`config.mk`:
```
export PLATFORM = sky130hd
export DESIGN_NAME = mpa_ctrl_flat
export DESIGN_NICKNAME = d
export VERILOG_FILES = /design/src/rtl/mpa_pkg.sv /design/src/rtl/mpa_if.sv /design/src/rtl/mpa_ctrl.sv /design/src/flat_wrapper.sv
export SDC_FILE = /design/constraint.sdc
export NUM_CORES = 1
export LEC_CHECK = 0
export BUFFER_PORTS_ARGS = -buffer_cell sky130_fd_sc_hd__buf_2
export CAP_MARGIN = 20
export CORE_MARGIN = 3
export CORE_UTILIZATION = 43
export CTS_CLUSTER_DIAMETER = 80
export DETAILED_ROUTE_END_ITERATION = 16
export SYNTH_ARGS = -nofsm -noshare
export SYNTH_HDL_FRONTEND = slang
export SYNTH_SLANG_ARGS = --single-unit
```
`constraint.sdc`:
```
create_clock -name clk -period 3.5 [get_ports clk]
set_clock_uncertainty 0.2 [all_clocks]
set_input_delay 0.175 -clock clk [delete_from_list [all_inputs] [get_ports clk]]
set_output_delay 0.175 -clock clk [all_outputs]
set_load 0.005 [all_outputs]
```
`src/rtl/mpa_pkg.sv`:
```
// Package for the 2x2 max pooling block with argmax.
// Holds register indexes, item class codes, the pipeline tag type and the size clamp.
// Depends on nothing.
`timescale 1ns / 1ps
`default_nettype none

package mpa_pkg;

	// Fixed field widths.
	localparam int CFG_W     = 11;
	localparam int CFG_IDX_W = 4;
	localparam int POS_W     = 9;

	// Defaults for the top-level parameters.
	localparam int DEF_MAX_COLS  = 1024;
	localparam int DEF_MAX_ROWS  = 1024;
	localparam int DEF_PIX_WIDTH = 16;

	// Frame size after reset and smallest usable size.
	localparam logic [CFG_W-1:0] SIZE_MIN = 11'd2;

	// Configuration register indexes.
	localparam logic [CFG_IDX_W-1:0] REG_IMAGE_ROWS = 4'd0;
	localparam logic [CFG_IDX_W-1:0] REG_IMAGE_COLS = 4'd1;

	// Class of a pixel within the pooling grid.
	typedef logic [1:0] mpa_kind_t;
	localparam mpa_kind_t KIND_SKIP   = 2'd0;
	localparam mpa_kind_t KIND_LEFT   = 2'd1;
	localparam mpa_kind_t KIND_TOP    = 2'd2;
	localparam mpa_kind_t KIND_BOTTOM = 2'd3;

	// Control tag that travels with each pixel from the sequencer to the datapath.
	typedef struct packed {
		mpa_kind_t        kind;
		logic             last;
		logic [POS_W-1:0] out_row;
		logic [POS_W-1:0] out_col;
	} mpa_tag_t;

	// A size below the minimum is used as the minimum, one above maxv as maxv.
	function automatic logic [31:0] clamp_size(logic [CFG_W-1:0] v, logic [31:0] maxv);
		logic [31:0] vx;
		vx = 32'(v);
		if (v < SIZE_MIN) begin
			clamp_size = 32'(SIZE_MIN);
		end else if (vx > maxv) begin
			clamp_size = maxv;
		end else begin
			clamp_size = vx;
		end
	endfunction

endpackage

`default_nettype wire

```
`src/rtl/mpa_if.sv`:
```
// Channel interfaces of the 2x2 max pooling block: pixel stream, result stream
// and configuration writes. Depends on mpa_pkg.
`timescale 1ns / 1ps
`default_nettype none


// Configuration write channel.
interface mpa_cfg_if;
	logic                          valid;
	logic                          ready;
	logic [mpa_pkg::CFG_IDX_W-1:0] index;
	logic [mpa_pkg::CFG_W-1:0]     data;

	modport source (output valid, output index, output data, input ready);
	modport sink (input valid, input index, input data, output ready);
endinterface

`default_nettype wire

```
`src/rtl/mpa_ctrl.sv`:
```
// Frame sequencer: configuration registers, row and column counters, and the
// class tag of each incoming pixel. Depends on mpa_pkg and mpa_if.
`timescale 1ns / 1ps
`default_nettype none

module mpa_ctrl
	import mpa_pkg::*;
#(
	parameter int MAX_COLS = DEF_MAX_COLS,
	parameter int MAX_ROWS = DEF_MAX_ROWS,
	parameter int PW       = 9
) (
	input  wire logic    clk,
	input  wire logic    arst_n,
	mpa_cfg_if.sink      cfg,
	input  wire logic    accept,
	output mpa_tag_t     tag,
	output logic [PW-1:0] pair
);

	localparam int RNW = $clog2(MAX_ROWS + 1);
	localparam int CNW = $clog2(MAX_COLS + 1);

	logic [RNW-1:0] rows_q;
	logic [CNW-1:0] cols_q;
	logic [RNW-1:0] row_q;
	logic [CNW-1:0] col_q;

	logic [RNW-1:0] rows_even;
	logic [CNW-1:0] cols_even;
	logic [RNW-1:0] row_inc;
	logic [CNW-1:0] col_inc;
	logic           in_area;

	assign cfg.ready = 1'b1;

	// Sizes cut down to whole windows.
	assign rows_even = rows_q & ~RNW'(1);
	assign cols_even = cols_q & ~CNW'(1);
	assign row_inc   = row_q + RNW'(1);
	assign col_inc   = col_q + CNW'(1);
	assign in_area   = (row_q < rows_even) && (col_q < cols_even);

	// Classify the current pixel and give its window position.
	always_comb begin
		if (!in_area) begin
			tag.kind = KIND_SKIP;
		end else if (!col_q[0]) begin
			tag.kind = KIND_LEFT;
		end else if (!row_q[0]) begin
			tag.kind = KIND_TOP;
		end else begin
			tag.kind = KIND_BOTTOM;
		end
		tag.out_row = POS_W'(row_q >> 1);
		tag.out_col = POS_W'(col_q >> 1);
		tag.last    = (RNW'(row_q >> 1) == RNW'((rows_q >> 1) - RNW'(1)))
			&& (CNW'(col_q >> 1) == CNW'((cols_q >> 1) - CNW'(1)));
	end

	assign pair = PW'(col_q >> 1);

	// Configuration registers; a known register write restarts the frame.
	always_ff @(posedge clk or negedge arst_n) begin
		if (!arst_n) begin
			rows_q <= RNW'(SIZE_MIN);
			cols_q <= CNW'(SIZE_MIN);
			row_q  <= '0;
			col_q  <= '0;
		end else if (cfg.valid) begin
			case (cfg.index)
				REG_IMAGE_ROWS: begin
					rows_q <= RNW'(clamp_size(cfg.data, 32'(MAX_ROWS)));
					row_q  <= '0;
					col_q  <= '0;
				end
				REG_IMAGE_COLS: begin
					cols_q <= CNW'(clamp_size(cfg.data, 32'(MAX_COLS)));
					row_q  <= '0;
					col_q  <= '0;
				end
				default: begin
				end
			endcase
		end else if (accept) begin
			// Raster scan, wrapping at the end of a row and of the frame.
			if (col_inc >= cols_q) begin
				col_q <= '0;
				row_q <= (row_inc >= rows_q) ? '0 : row_inc;
			end else begin
				col_q <= col_inc;
			end
		end
	end

endmodule

`default_nettype wire

```
`src/flat_wrapper.sv`:
```
// flat-port wrapper written by rule: the top's interface ports become plain ports
module mpa_ctrl_flat import mpa_pkg::*;
#(
	parameter int MAX_COLS = DEF_MAX_COLS,
	parameter int MAX_ROWS = DEF_MAX_ROWS,
	parameter int PW       = 9
)
  (clk, arst_n, accept, tag, pair, cfg_valid, cfg_index, cfg_data, cfg_ready);
  mpa_cfg_if cfg_i ();
  input  wire logic clk;
  input  wire logic arst_n;
  input  wire logic accept;
  output mpa_tag_t tag;
  output logic [PW-1:0] pair;
  input wire logic [$bits(cfg_i.valid)-1:0] cfg_valid;
  input wire logic [$bits(cfg_i.index)-1:0] cfg_index;
  input wire logic [$bits(cfg_i.data)-1:0] cfg_data;
  output wire logic [$bits(cfg_i.ready)-1:0] cfg_ready;
  assign cfg_i.valid = cfg_valid;
  assign cfg_i.index = cfg_index;
  assign cfg_i.data = cfg_data;
  assign cfg_ready = cfg_i.ready;
  mpa_ctrl #(.MAX_COLS(MAX_COLS), .MAX_ROWS(MAX_ROWS), .PW(PW)) u_core (.clk(clk), .arst_n(arst_n), .cfg(cfg_i), .accept(accept), .tag(tag), .pair(pair));
endmodule
```
==> flow_metrics.env <==
export IMPL_post_place_cells=601
export IMPL_io_pin_count=50
export IMPL_first_pass_iters=5
export IMPL_ir_drop_mv=0.238
export IMPL_synthArstFlopShare=1.00
export IMPL_worstReg2RegStart="u_core.col_q[0]$_DFFE_PN0P_"
export IMPL_finalSetupTns_ns=0
export IMPL_grt_pass1_wl_mm=16.7
export IMPL_clockBufferDepth=2
export IMPL_path_cells="inv_1 -> ha_1 -> and3_1 -> and4_1 -> a2111oi_0 -> o211ai_1 -> a2111oi_2 -> buf_4 -> buf_2"
export IMPL_worstPathMaxFanout=9
export IMPL_wl_mm=10.2
export IMPL_p_total_mw=2.05
export IMPL_clk_latency_ns=0.31
export IMPL_postRouteAntennaNets=0
export IMPL_worstPathRequired_ns=3.12
export IMPL_leakage_nw=2.14
export IMPL_worstSetupPathType="reg2out"
export IMPL_cp_startpoint="u_core.rows_q[7]$_DFFE_PN0P_"
export IMPL_avgSynthCellArea_sq_um=8.28
export IMPL_arrival_ns=2.90
export IMPL_synth_cells=481
export IMPL_slew_headroom=0.600
export IMPL_ys_flop_type="dfrtp_1"
export IMPL_drv_cap=0
export IMPL_vias_per_cell=5.50
export IMPL_vias=3418
export IMPL_worst_path_buf_inv=3
export IMPL_grt_use_total=0.204
export IMPL_cts_made_buffers=5
export IMPL_p_comb_frac=0.459
export IMPL_timing_final_crit_share=0.937
export IMPL_diodes=0
export IMPL_rsz0062_at_grt="no"
export IMPL_synth_area_leader_cell="dfrtp_1"
export IMPL_die_area_sq_um=10500
export IMPL_run_status="completed"
export IMPL_rows=34
export IMPL_port_buffers=48
export IMPL_fin_cells=621
export IMPL_hold_class="in2async"
export IMPL_intPower_mw=1.21
export IMPL_critPathCaptureType="output port"
export IMPL_die_h_um=102
export IMPL_cts_sinks=44
export IMPL_cts_tree="done"
export IMPL_drcViolationCount=0
export IMPL_crit_path_start_kind="register"
export IMPL_powerDensity_nw_per_um2=462
export IMPL_yosysUniqueCellTypes=57
export IMPL_p_clk_frac=0.194
export IMPL_hold_viol_final=0
export IMPL_yosysTopAreaCellShare=0.264
export IMPL_synth_cell_area_sq_um=3980
export IMPL_critPathMaxStageDelay_ns=0.52
export IMPL_layout_common_cells="48 x nand2_1, 48 x buf_2, 46 x ha_1"
export IMPL_final_util=0.501
export IMPL_die_w_um=102
export IMPL_fin_hold_ws_ns=0.0111
export IMPL_syn_num_nets=546
export IMPL_ys_seq_area_frac=0.277
export IMPL_fmax_mhz=305
export IMPL_power_frac_seq=0.347
export IMPL_area_growth_pct=11.2
export IMPL_nets=577
export IMPL_clockRootBuffer="clkbuf_8"
export IMPL_crit_family="compound AO/OA/AOI/OAI gates"
export IMPL_start_util=0.450
export IMPL_cts_clk_slew_worst_paths_ns=0.08
export IMPL_h_tree_depth=2
export IMPL_worst_pin_slew_ns=0.596
export IMPL_grt_pass1_vias=3340
export IMPL_power_switching_uw=832
export IMPL_ys_ff_latch=44
export IMPL_hpwl_mm=8.08
export IMPL_drt_initial_drc_count=155
export IMPL_setup_viol=0
export IMPL_synth_area_top_cells="dfrtp_1 26%, ha_1 14%, xnor2_1 5.5%"
export IMPL_gr_total_overflow=0
export IMPL_yosysWarnings=0
export IMPL_p_sw_frac=0.407
export IMPL_routedWlPerCell_um=16.4
export IMPL_core_area_sq_um=8850
export IMPL_antenna_found_initial=0
export IMPL_drive_above_1_share=0.179
export IMPL_cp_slowest_cell="dfrtp_1"
export IMPL_slew_viol_final=0
export IMPL_timing_final_crit_period_ns=3.28
export IMPL_grt_max_degree=45
export IMPL_place_gp_congestion=0.854
export IMPL_synth_edff_count=0
## power groups by stage
| stage | logic [mW] | clock network, mW | registers (mW) |
|---|---|---|---|
| after floorplan | 0.664 | 0 | 0.674 |
| after global placement | 0.889 | 0 | 0.715 |
| after detailed placement | 0.905 | 0 | 0.718 |
| after CTS | 0.924 | 0.404 | 0.708 |
| after global routing | 1.07 | 0.423 | 0.726 |
| final | 0.939 | 0.398 | 0.709 |
## state kept, by name, summed over array words and instances (netlist names)
register,cells
u_core.col_q,11
u_core.cols_q,11
u_core.rows_q,11
u_core.row_q,11
## layer usage
| metal | routed length, um | vias to the layer above | GRT usage | part of all wire |
|---|---|---|---|---|
| li1 | - | 1732 | - | - |
| met1 | 4760 | 1589 | 0.287 | 0.47 |
| met2 | 4760 | 88 | 0.338 | 0.47 |
| met3 | 531 | 9 | 0.0259 | 0.052 |
| met4 | 116 | 0 | 0.0434 | 0.011 |
| met5 | 0 | - | 0 | 0 |
## cells in the mapped netlist, types with 14 or more instances
library cell and count:
inv_1 40, dfrtp_1 42, o21ai_0 40, nand2_1 48, clkbuf_1 18, xnor2_1 25
buf_4 28, ha_1 46, a21oi_1 14, nor2_1 24, nand3_1 14, xor2_1 15
## path summary, 6_finish.rpt
kind / end / depth (start not counted) / slack (ns)
max: tag[19] / 9 / 0.22
min: u_core.row_q[5]$_DFFE_PN0P_ / 2 / 0.01
max reg2reg: u_core.row_q[5]$_DFFE_PN0P_ / 12 / 0.26
min reg2reg: u_core.cols_q[0]$_DFFE_PN0P_ / 2 / 0.32
max in group asynchronous: u_core.cols_q[1]$_DFFE_PN1P_ / 3 / 2.60
min in group clk: u_core.rows_q[3]$_DFFE_PN0P_ / 3 / 0.02
## final cells by class
cell class | instances | area, sq um
Fill cell | 874 | 4420
Multi-Input combinational cell | 347 | 2460
Sequential cell | 44 | 1100
Timing Repair Buffer | 74 | 470
Inverter | 40 | 150
Tap cell | 108 | 135
Clock buffer | 6 | 72.6
Clock inverter | 2 | 35.0
## logic make-up (layout without fill, tap and decap cells)
group	after synthesis	count (layout)	share of synthesized area
compound gates	101	101	0.164
xor+xnor	40	40	0.0879
fa+ha+maj	46	46	0.144
buf+inv	90	122	0.112
flops	44	44	0.277
mux	2	2	0.00565
other cells	1	1	0.000941
simple gates	157	157	0.208
## stage by stage
step | worst slack [ns] | area, sq um
4_1_cts | 0.0816 | 4370
3_5_place_dp | 0.00893 | 4170
5_1_grt | 0.0117 | 4430
2_1_floorplan | 0.0668 | 3980
6_report | 0.222 | 4430
3_3_place_gp | 0.142 | 4170
## repair_timing
item	4_1_cts	5_1_grt
setup endpoints to repair	3	14
buffers inserted	0	2
endpoints found under the hold margin	53	0
gates resized for setup	2	5
pin swaps	0	2
hold buffers	9	0
Power figures use the tool's default switching activity.
