**src/rtl/mpa_pkg.sv**
```systemverilog
// Package for the 2x2 max pooling block with argmax.
// Holds register indexes, item class codes, the pipeline tag type and the size clamp.
// Depends on nothing.
`timescale 1ns / 1ps
`default_nettype none

package mpa_pkg;

	// Fixed field widths.
	localparam int CFG_W     = 11;
	localparam int CFG_IDX_W = 4;
	localparam int POS_W     = 9;

	// Defaults for the top-level parameters.
	localparam int DEF_MAX_COLS  = 1024;
	localparam int DEF_MAX_ROWS  = 1024;
	localparam int DEF_PIX_WIDTH = 16;

	// Frame size after reset and smallest usable size.
	localparam logic [CFG_W-1:0] SIZE_MIN = 11'd2;

	// Configuration register indexes.
	localparam logic [CFG_IDX_W-1:0] REG_IMAGE_ROWS = 4'd0;
	localparam logic [CFG_IDX_W-1:0] REG_IMAGE_COLS = 4'd1;

	// Class of a pixel within the pooling grid.
	typedef logic [1:0] mpa_kind_t;
	localparam mpa_kind_t KIND_SKIP   = 2'd0;
	localparam mpa_kind_t KIND_LEFT   = 2'd1;
	localparam mpa_kind_t KIND_TOP    = 2'd2;
	localparam mpa_kind_t KIND_BOTTOM = 2'd3;

	// Control tag that travels with each pixel from the sequencer to the datapath.
	typedef struct packed {
		mpa_kind_t        kind;
		logic             last;
		logic [POS_W-1:0] out_row;
		logic [POS_W-1:0] out_col;
	} mpa_tag_t;

	// A size below the minimum is used as the minimum, one above maxv as maxv.
	function automatic logic [31:0] clamp_size(logic [CFG_W-1:0] v, logic [31:0] maxv);
		logic [31:0] vx;
		vx = 32'(v);
		if (v < SIZE_MIN) begin
			clamp_size = 32'(SIZE_MIN);
		end else if (vx > maxv) begin
			clamp_size = maxv;
		end else begin
			clamp_size = vx;
		end
	endfunction

endpackage

`default_nettype wire

```
**src/rtl/mpa_if.sv**
```systemverilog
// Channel interfaces of the 2x2 max pooling block: pixel stream, result stream
// and configuration writes. Depends on mpa_pkg.
`timescale 1ns / 1ps
`default_nettype none

// Pixel stream, one signed pixel per request.
interface mpa_pix_if #(
	parameter int PIX_WIDTH = mpa_pkg::DEF_PIX_WIDTH
);
	logic                 valid;
	logic                 ready;
	logic [PIX_WIDTH-1:0] pixel;

	modport source (output valid, output pixel, input ready);
	modport sink (input valid, input pixel, output ready);
endinterface

// Result stream, one pooled window per request.
interface mpa_res_if #(
	parameter int PIX_WIDTH = mpa_pkg::DEF_PIX_WIDTH
);
	logic                          valid;
	logic                          ready;
	logic [PIX_WIDTH-2:0]          pooled_value;
	logic                          win_row_offset;
	logic                          win_col_offset;
	logic [mpa_pkg::POS_W-1:0]     out_row;
	logic [mpa_pkg::POS_W-1:0]     out_col;
	logic                          frame_last;

	modport source (output valid, output pooled_value, output win_row_offset,
		output win_col_offset, output out_row, output out_col, output frame_last,
		input ready);
	modport sink (input valid, input pooled_value, input win_row_offset,
		input win_col_offset, input out_row, input out_col, input frame_last,
		output ready);
endinterface


`default_nettype wire

```
**src/rtl/mpa_pool_stage.sv**
```systemverilog
// Pooling datapath: left pixel hold, input register, pair compares, pair store
// access and the result register. Depends on mpa_pkg and mpa_if.
`timescale 1ns / 1ps
`default_nettype none

module mpa_pool_stage
	import mpa_pkg::*;
#(
	parameter int PIX_WIDTH = DEF_PIX_WIDTH,
	parameter int PW        = 9
) (
	input  wire logic                 clk,
	input  wire logic                 arst_n,
	mpa_pix_if.sink                   pixels,
	mpa_res_if.source                 results,
	input  wire mpa_tag_t             tag,
	input  wire logic [PW-1:0]        pair,
	output logic                      accept,
	output logic                      mem_wr_en,
	output logic [PW-1:0]             mem_wr_addr,
	output logic [PIX_WIDTH-1:0]      mem_wr_data,
	output logic                      mem_rd_en,
	output logic [PW-1:0]             mem_rd_addr,
	input  wire logic [PIX_WIDTH-1:0] mem_rd_data
);

	localparam int VW = PIX_WIDTH - 1;

	logic [VW-1:0] pix_floor;
	logic [VW-1:0] left_q;

	logic          valid_s1;
	mpa_tag_t      tag_s1;
	logic [VW-1:0] pix_s1;
	logic [VW-1:0] left_s1;
	logic [PW-1:0] pair_s1;

	logic          out_valid_q;
	logic          advance;

	logic [VW-1:0] top_best;
	logic          top_off;
	logic [VW-1:0] bot_best;
	logic          bot_roff;
	logic          bot_coff;

	// A negative pixel never beats the zero start value, so it counts as zero.
	assign pix_floor = pixels.pixel[PIX_WIDTH-1] ? '0 : pixels.pixel[VW-1:0];

	// Handshake: the input register frees as soon as the result register can take.
	assign advance      = !out_valid_q || results.ready;
	assign pixels.ready = !valid_s1 || advance;
	assign accept       = pixels.valid && pixels.ready;

	// Left pixel of the current pair.
	always_ff @(posedge clk or negedge arst_n) begin
		if (!arst_n) begin
			left_q <= '0;
		end else if (accept && tag.kind == KIND_LEFT) begin
			left_q <= pix_floor;
		end
	end

	// Input register holds the right pixel of a pair with its left partner.
	always_ff @(posedge clk or negedge arst_n) begin
		if (!arst_n) begin
			valid_s1 <= 1'b0;
		end else if (pixels.ready) begin
			valid_s1 <= accept && (tag.kind == KIND_TOP || tag.kind == KIND_BOTTOM);
		end
	end

	always_ff @(posedge clk) begin
		if (accept) begin
			tag_s1  <= tag;
			pix_s1  <= pix_floor;
			left_s1 <= left_q;
			pair_s1 <= pair;
		end
	end

	// The top pair of a window is fetched as its bottom right pixel enters.
	assign mem_rd_en   = accept && tag.kind == KIND_BOTTOM;
	assign mem_rd_addr = pair;

	// Best of the top pair; a tie keeps the left pixel.
	always_comb begin
		if (pix_s1 > left_s1) begin
			top_best = pix_s1;
			top_off  = 1'b1;
		end else begin
			top_best = left_s1;
			top_off  = 1'b0;
		end
	end

	// Best of the whole window, the stored top pair winning ties.
	always_comb begin
		bot_best = mem_rd_data[VW-1:0];
		bot_roff = 1'b0;
		bot_coff = mem_rd_data[VW];
		if (left_s1 > bot_best) begin
			bot_best = left_s1;
			bot_roff = 1'b1;
			bot_coff = 1'b0;
		end
		if (pix_s1 > bot_best) begin
			bot_best = pix_s1;
			bot_roff = 1'b1;
			bot_coff = 1'b1;
		end
	end

	// The top pair is stored once, as it leaves the input register.
	assign mem_wr_en   = valid_s1 && advance && tag_s1.kind == KIND_TOP;
	assign mem_wr_addr = pair_s1;
	assign mem_wr_data = {top_off, top_best};

	// Result register.
	always_ff @(posedge clk or negedge arst_n) begin
		if (!arst_n) begin
			out_valid_q <= 1'b0;
		end else if (advance) begin
			out_valid_q <= valid_s1 && tag_s1.kind == KIND_BOTTOM;
		end
	end

	always_ff @(posedge clk) begin
		if (advance && valid_s1 && tag_s1.kind == KIND_BOTTOM) begin
			results.pooled_value   <= bot_best;
			results.win_row_offset <= bot_roff;
			results.win_col_offset <= bot_coff;
			results.out_row        <= tag_s1.out_row;
			results.out_col        <= tag_s1.out_col;
			results.frame_last     <= tag_s1.last;
		end
	end

	assign results.valid = out_valid_q;

endmodule

`default_nettype wire

```
**src/flat_wrapper.sv**
```systemverilog
// flat-port wrapper written by rule: the top's interface ports become plain ports
module mpa_pool_stage_flat import mpa_pkg::*;
#(
	parameter int PIX_WIDTH = DEF_PIX_WIDTH,
	parameter int PW        = 9
)
  (clk, arst_n, tag, pair, accept, mem_wr_en, mem_wr_addr, mem_wr_data, mem_rd_en, mem_rd_addr, mem_rd_data, pixels_valid, pixels_pixel, pixels_ready, results_valid, results_pooled_value, results_win_row_offset, results_win_col_offset, results_out_row, results_out_col, results_frame_last, results_ready);
  mpa_pix_if #(.PIX_WIDTH(PIX_WIDTH)) pixels_i ();
  mpa_res_if #(.PIX_WIDTH(PIX_WIDTH)) results_i ();
  input  wire logic clk;
  input  wire logic arst_n;
  input  wire mpa_tag_t tag;
  input  wire logic [PW-1:0] pair;
  output logic accept;
  output logic mem_wr_en;
  output logic [PW-1:0] mem_wr_addr;
  output logic [PIX_WIDTH-1:0] mem_wr_data;
  output logic mem_rd_en;
  output logic [PW-1:0] mem_rd_addr;
  input  wire logic [PIX_WIDTH-1:0] mem_rd_data;
  input wire logic [$bits(pixels_i.valid)-1:0] pixels_valid;
  input wire logic [$bits(pixels_i.pixel)-1:0] pixels_pixel;
  output wire logic [$bits(pixels_i.ready)-1:0] pixels_ready;
  output wire logic [$bits(results_i.valid)-1:0] results_valid;
  output wire logic [$bits(results_i.pooled_value)-1:0] results_pooled_value;
  output wire logic [$bits(results_i.win_row_offset)-1:0] results_win_row_offset;
  output wire logic [$bits(results_i.win_col_offset)-1:0] results_win_col_offset;
  output wire logic [$bits(results_i.out_row)-1:0] results_out_row;
  output wire logic [$bits(results_i.out_col)-1:0] results_out_col;
  output wire logic [$bits(results_i.frame_last)-1:0] results_frame_last;
  input wire logic [$bits(results_i.ready)-1:0] results_ready;
  assign pixels_i.valid = pixels_valid;
  assign pixels_i.pixel = pixels_pixel;
  assign pixels_ready = pixels_i.ready;
  assign results_valid = results_i.valid;
  assign results_pooled_value = results_i.pooled_value;
  assign results_win_row_offset = results_i.win_row_offset;
  assign results_win_col_offset = results_i.win_col_offset;
  assign results_out_row = results_i.out_row;
  assign results_out_col = results_i.out_col;
  assign results_frame_last = results_i.frame_last;
  assign results_i.ready = results_ready;
  mpa_pool_stage #(.PIX_WIDTH(PIX_WIDTH), .PW(PW)) u_core (.clk(clk), .arst_n(arst_n), .pixels(pixels_i), .results(results_i), .tag(tag), .pair(pair), .accept(accept), .mem_wr_en(mem_wr_en), .mem_wr_addr(mem_wr_addr), .mem_wr_data(mem_wr_data), .mem_rd_en(mem_rd_en), .mem_rd_addr(mem_rd_addr), .mem_rd_data(mem_rd_data));
endmodule
```
**config.mk**
```make
export PLATFORM = sky130hd
export DESIGN_NAME = mpa_pool_stage_flat
export DESIGN_NICKNAME = d
export VERILOG_FILES = /design/src/rtl/mpa_pkg.sv /design/src/rtl/mpa_if.sv /design/src/rtl/mpa_pool_stage.sv /design/src/flat_wrapper.sv
export SDC_FILE = /design/constraint.sdc
export NUM_CORES = 1
export LEC_CHECK = 0
export BUFFER_PORTS_ARGS = -buffer_cell sky130_fd_sc_hd__buf_2
export CAP_MARGIN = 15
export CORE_AREA = 2 2 105 183
export CTS_CLUSTER_DIAMETER = 150
export DETAILED_ROUTE_END_ITERATION = 10
export DIE_AREA = 0 0 107 185
export PLACE_DENSITY_LB_ADDON = 0.2
export SLEW_MARGIN = 10
export SYNTH_ARGS = -nofsm -noshare
export SYNTH_HDL_FRONTEND = slang
export SYNTH_SLANG_ARGS = --single-unit
```
**constraint.sdc**
```tcl
create_clock -name clk -period 9.6 [get_ports clk]
set_input_delay 1.92 -clock clk [delete_from_list [all_inputs] [get_ports clk]]
set_output_delay 1.92 -clock clk [all_outputs]
set_load 0.01 [all_outputs]
```
==> impl_metrics.csv <==
group,metric,value,unit
sta,finalSetupTns,0,ns
global_routing,grt_pass1_wl,19200,µm
clocking,cts.repair.resized,0,
clocking,htree_levels,4,
sta,fin_crit_sh,0.612,
yosys,synth-seq-cells,113,
clocking,post_cts_buffers,0,
yosys,yosysWarnings,0,
clocking,clock-sinks,113,
worst_setup_path,path_max_fanout,30,
floorplan,fp.dieArea,0.0198,mm²
worst_setup_path,crit_path_cell_trace,"buf_2 -> inv_1 -> ha_1 -> nand4_1 -> nor4_1 -> a21oi_2 -> buf_4 -> nor2_1 -> a21oi_1 -> ha_1 -> nand4_1 -> nor3_1 -> a21boi_0 -> a211oi_2 -> a41oi_4 -> mux2_2",
floorplan,core_area,0.0184,mm²
detailed_routing,postRouteAntennaNets,0,
sta,drv_slew,0,
detailed_routing,drt-wirelength-per-cell,15.9,µm
detailed_routing,routed_via_density,4.44,
pwr,p_clk_frac,0.437,
worst_setup_path,crit_family,"simple AND/OR/NAND/NOR gates",
sta,period_needed,5.87,ns
placed_design,routabilityCongestion,0.869,
pwr,ir_drop,0.143,mV
detailed_routing,drc_errors,0,
global_routing,grt_usage,0.132,
pwr,power.internal,1.11,mW
worst_setup_path,worst-path-buf-inv,3,
sta,whs,0.412,ns
yosys,synth_area_leaders,"edfxtp_1 (54%), ha_1 (10%), dfrtp_1 (7.9%)",
worst_setup_path,critPathArrivalTime,6.03,ns
yosys,ys_seq_area_frac,0.616,
global_routing,antenna_found_initial,2,
pwr,leakagePower,3.09,nW
global_routing,grt_pass1_vias,3723,
run,maxCapViolCount,0,
pwr,combPwrFrac,0.157,
floorplan,num_io_pins,141,
detailed_routing,wl,12600,µm
worst_hold_path,hold_path.class,"register to register",
sta,tightestPinTransition,0.799,ns
sta,hold_viol,0,
detailed_routing,vias,3506,
yosys,syn_inst,392,
pwr,netSwitchingFraction,0.249,
worst_setup_path,cp-end-kind,"register",
sta,skew,0.00680,ns
worst_setup_path,criticalPathCategory,"input port to register",
pwr,power.switching,0.367,mW
yosys,synth_cell_types,39,
detailed_routing,first_iter_violations,110,
detailed_routing,firstDrtPassIters,4,
sta,fmaxAchievable,170,MHz
yosys,synth_top_area_share,0.536,
global_routing,grt_start_max_net_pins,38,
worst_setup_path,startpoint_type,"input port",
clocking,cts_tree,"built",
cells_and_area,syn_to_final_growth,29.0,%
run_status,status,"finished clean",
placed_design,port-buffer-count,140,
pwr,cellPowerDensity,212,mW/mm²
floorplan,die_h,185,µm
yosys,syn_avg_cell_area,13.7,µm²
cells_and_area,drive_above_1_share,0.367,
floorplan,fp.dieW,107,µm
cells_and_area,finish.net_count,648,
pwr,power_frac_seq,0.405,
floorplan,initial_utilization,0.292,
yosys,synth_area,0.00537,mm²
sta,maxSlewHeadroom,0.465,
yosys,synth_largest_area_cell,"edfxtp_1",
floorplan,rows,66,
global_routing,grt_overflow_total,0,
worst_setup_path,required,9.75,ns
clocking,clkTransAtPathRegs,0.05,ns
clocking,ctsRootBufferMaster,"clkbuf_16",
sta,setup_viol,0,
worst_setup_path,cpPeakStageDelay,0.67,ns
clocking,clock_path_buffers,2,
clocking,cts_buffers,17,
clocking,clk_latency,0.41,ns
clocking,ctsHoldBuffers,0,
sta,rsz0062_at_grt,"false",
worst_setup_path,cpMaxStageDelayCell,"a41oi_4",
yosys,syn_nets,502,
placed_design,dp_hpwl,10000,µm
layer usage:
metal,vias to the layer above,wire (µm),GRT usage
met5,-,0,0
met4,0,637,0.0883
met2,107,6860,0.245
met3,28,610,0.0348
li1,1708,-,-
met1,1663,4490,0.124
cells in the final DEF, fill, tap and decap left out, drive strengths merged, types with 3 or more instances in the layout:
| cell type | netlist | layout |
|---|---|---|
| buf | 12 | 144 |
| edfxtp | 96 | 96 |
| inv | 47 | 47 |
| ha | 44 | 44 |
| mux2i | 29 | 29 |
| a21oi | 27 | 27 |
| nor2 | 22 | 22 |
| clkbuf | 5 | 22 |
| nor2b | 19 | 19 |
| mux2 | 17 | 17 |
| dfrtp | 17 | 17 |
| nand2 | 8 | 8 |
| nand4 | 8 | 8 |
| a21o | 7 | 7 |
| o21ai | 6 | 6 |
| nand3 | 4 | 4 |
| clkinv | 0 | 4 |
| nand3b | 3 | 3 |
| bufinv | 0 | 3 |
| clkinvlp | 0 | 3 |
| a211oi | 3 | 3 |
worst register-to-register path, stage by stage (launching register included):
cell,delay [ns]
edfxtp_1,0.45
ha_1,0.35
nand4_1,0.31
nor4_1,0.43
a21oi_2,0.05
buf_4,0.24
nor2_1,0.13
a21oi_1,0.06
ha_1,0.32
nand4_1,0.18
nor3_1,0.41
a21boi_0,0.27
a211oi_2,0.14
a41oi_4,0.67
mux2_2,0.41
cells by family after synthesis:
logic type | count (synthesis) | synth area share
simple gates | 73 | 0.0708
flops | 113 | 0.616
xor+xnor | 1 | 0.00163
buf+inv | 64 | 0.0540
mux | 46 | 0.0920
compound gates | 51 | 0.0636
fa+ha+maj | 44 | 0.102
path summary, 6_finish.rpt:
kind | startpoint | to | slack (ns) | cells after the start
worst max register to register | u_core.left_s1[10] | u_core.results.pooled_value[0] | 4.92 | 14
worst min register to register | u_core.tag_s1[14] | u_core.results.out_row[5] | 0.41 | 0
worst min-delay path | u_core.tag_s1[14] | u_core.results.out_row[5] | 0.41 | 0
max in group asynchronous | arst_n | u_core.left_q[1] | 7.85 | 1
min in group asynchronous | arst_n | u_core.results.valid | 1.44 | 1
worst max-delay path | mem_rd_data[10] | u_core.results.pooled_value[0] | 3.73 | 16
cell usage after synthesis (all sizes together):
library cell and number:
a211oi 3, inv 47, a21o 7, mux2 17
mux2i 29, a41oi 1, o211ai 1, and3 1
nor2b 19, nor4 1, o31ai 2, nand3b 3
nand2 8, and2 1, ha 44, edfxtp 96
a221oi 2, nor2 22, nand4 8, nand3 4
xnor2 1, a31oi 1, a21boi 1, buf 12
nand2b 1, a21oi 27, clkbuf 5, or2 2
dfrtp 17, and4 1, nor3 2, o21ai 6
stage by stage:
stage / cell area (µm²) / total power [mW] / cells / util / worst slack, ns
after floorplan: 5370 / 0.760 / 392 / - / 3.66
after global placement: 6300 / 0.841 / 756 / 0.342 / 3.31
after detailed placement: 6300 / 0.843 / 756 / 0.342 / 3.24
after CTS: 6900 / 1.50 / 788 / 0.375 / 3.67
after global routing: 6930 / 1.54 / 789 / 0.376 / 3.47
final: 6930 / 1.47 / 790 / 0.376 / 3.73
state kept, by name (all words and copies together), names as in the netlist:
signal                         flops
u_core.left_q                     15
u_core.left_s1                    15
u_core.mem_wr_addr                 9
u_core.pix_s1                     15
u_core.results.frame_last          1
u_core.results.out_col             9
u_core.results.out_row             9
u_core.results.pooled_value       15
u_core.results.valid               1
u_core.results.win_col_offset      1
u_core.results.win_row_offset      1
u_core.tag_s1                     21
u_core.valid_s1                    1
power by group through the flow:
| stage | Sequential [mW] | Clock (mW) | Combinational (mW) |
|---|---|---|---|
| 2_1_floorplan | 0.604 | 0 | 0.157 |
| 3_3_place_gp | 0.606 | 0 | 0.234 |
| 3_5_place_dp | 0.607 | 0 | 0.236 |
| 4_1_cts | 0.597 | 0.663 | 0.237 |
| 5_1_grt | 0.601 | 0.681 | 0.261 |
| 6_report | 0.597 | 0.644 | 0.231 |
cell type report:
| class | count | area (µm²) |
|---|---|---|
| multi-input combinational | 215 | 1790 |
| sequential | 113 | 3310 |
| clock inverter | 10 | 133 |
| clock buffer | 22 | 474 |
| inverter | 47 | 176 |
| tap | 238 | 298 |
| antenna | 1 | 2.50 |
| fill | 1808 | 11500 |
| timing repair buffer | 144 | 751 |
(Power assumes the default switching activity.)
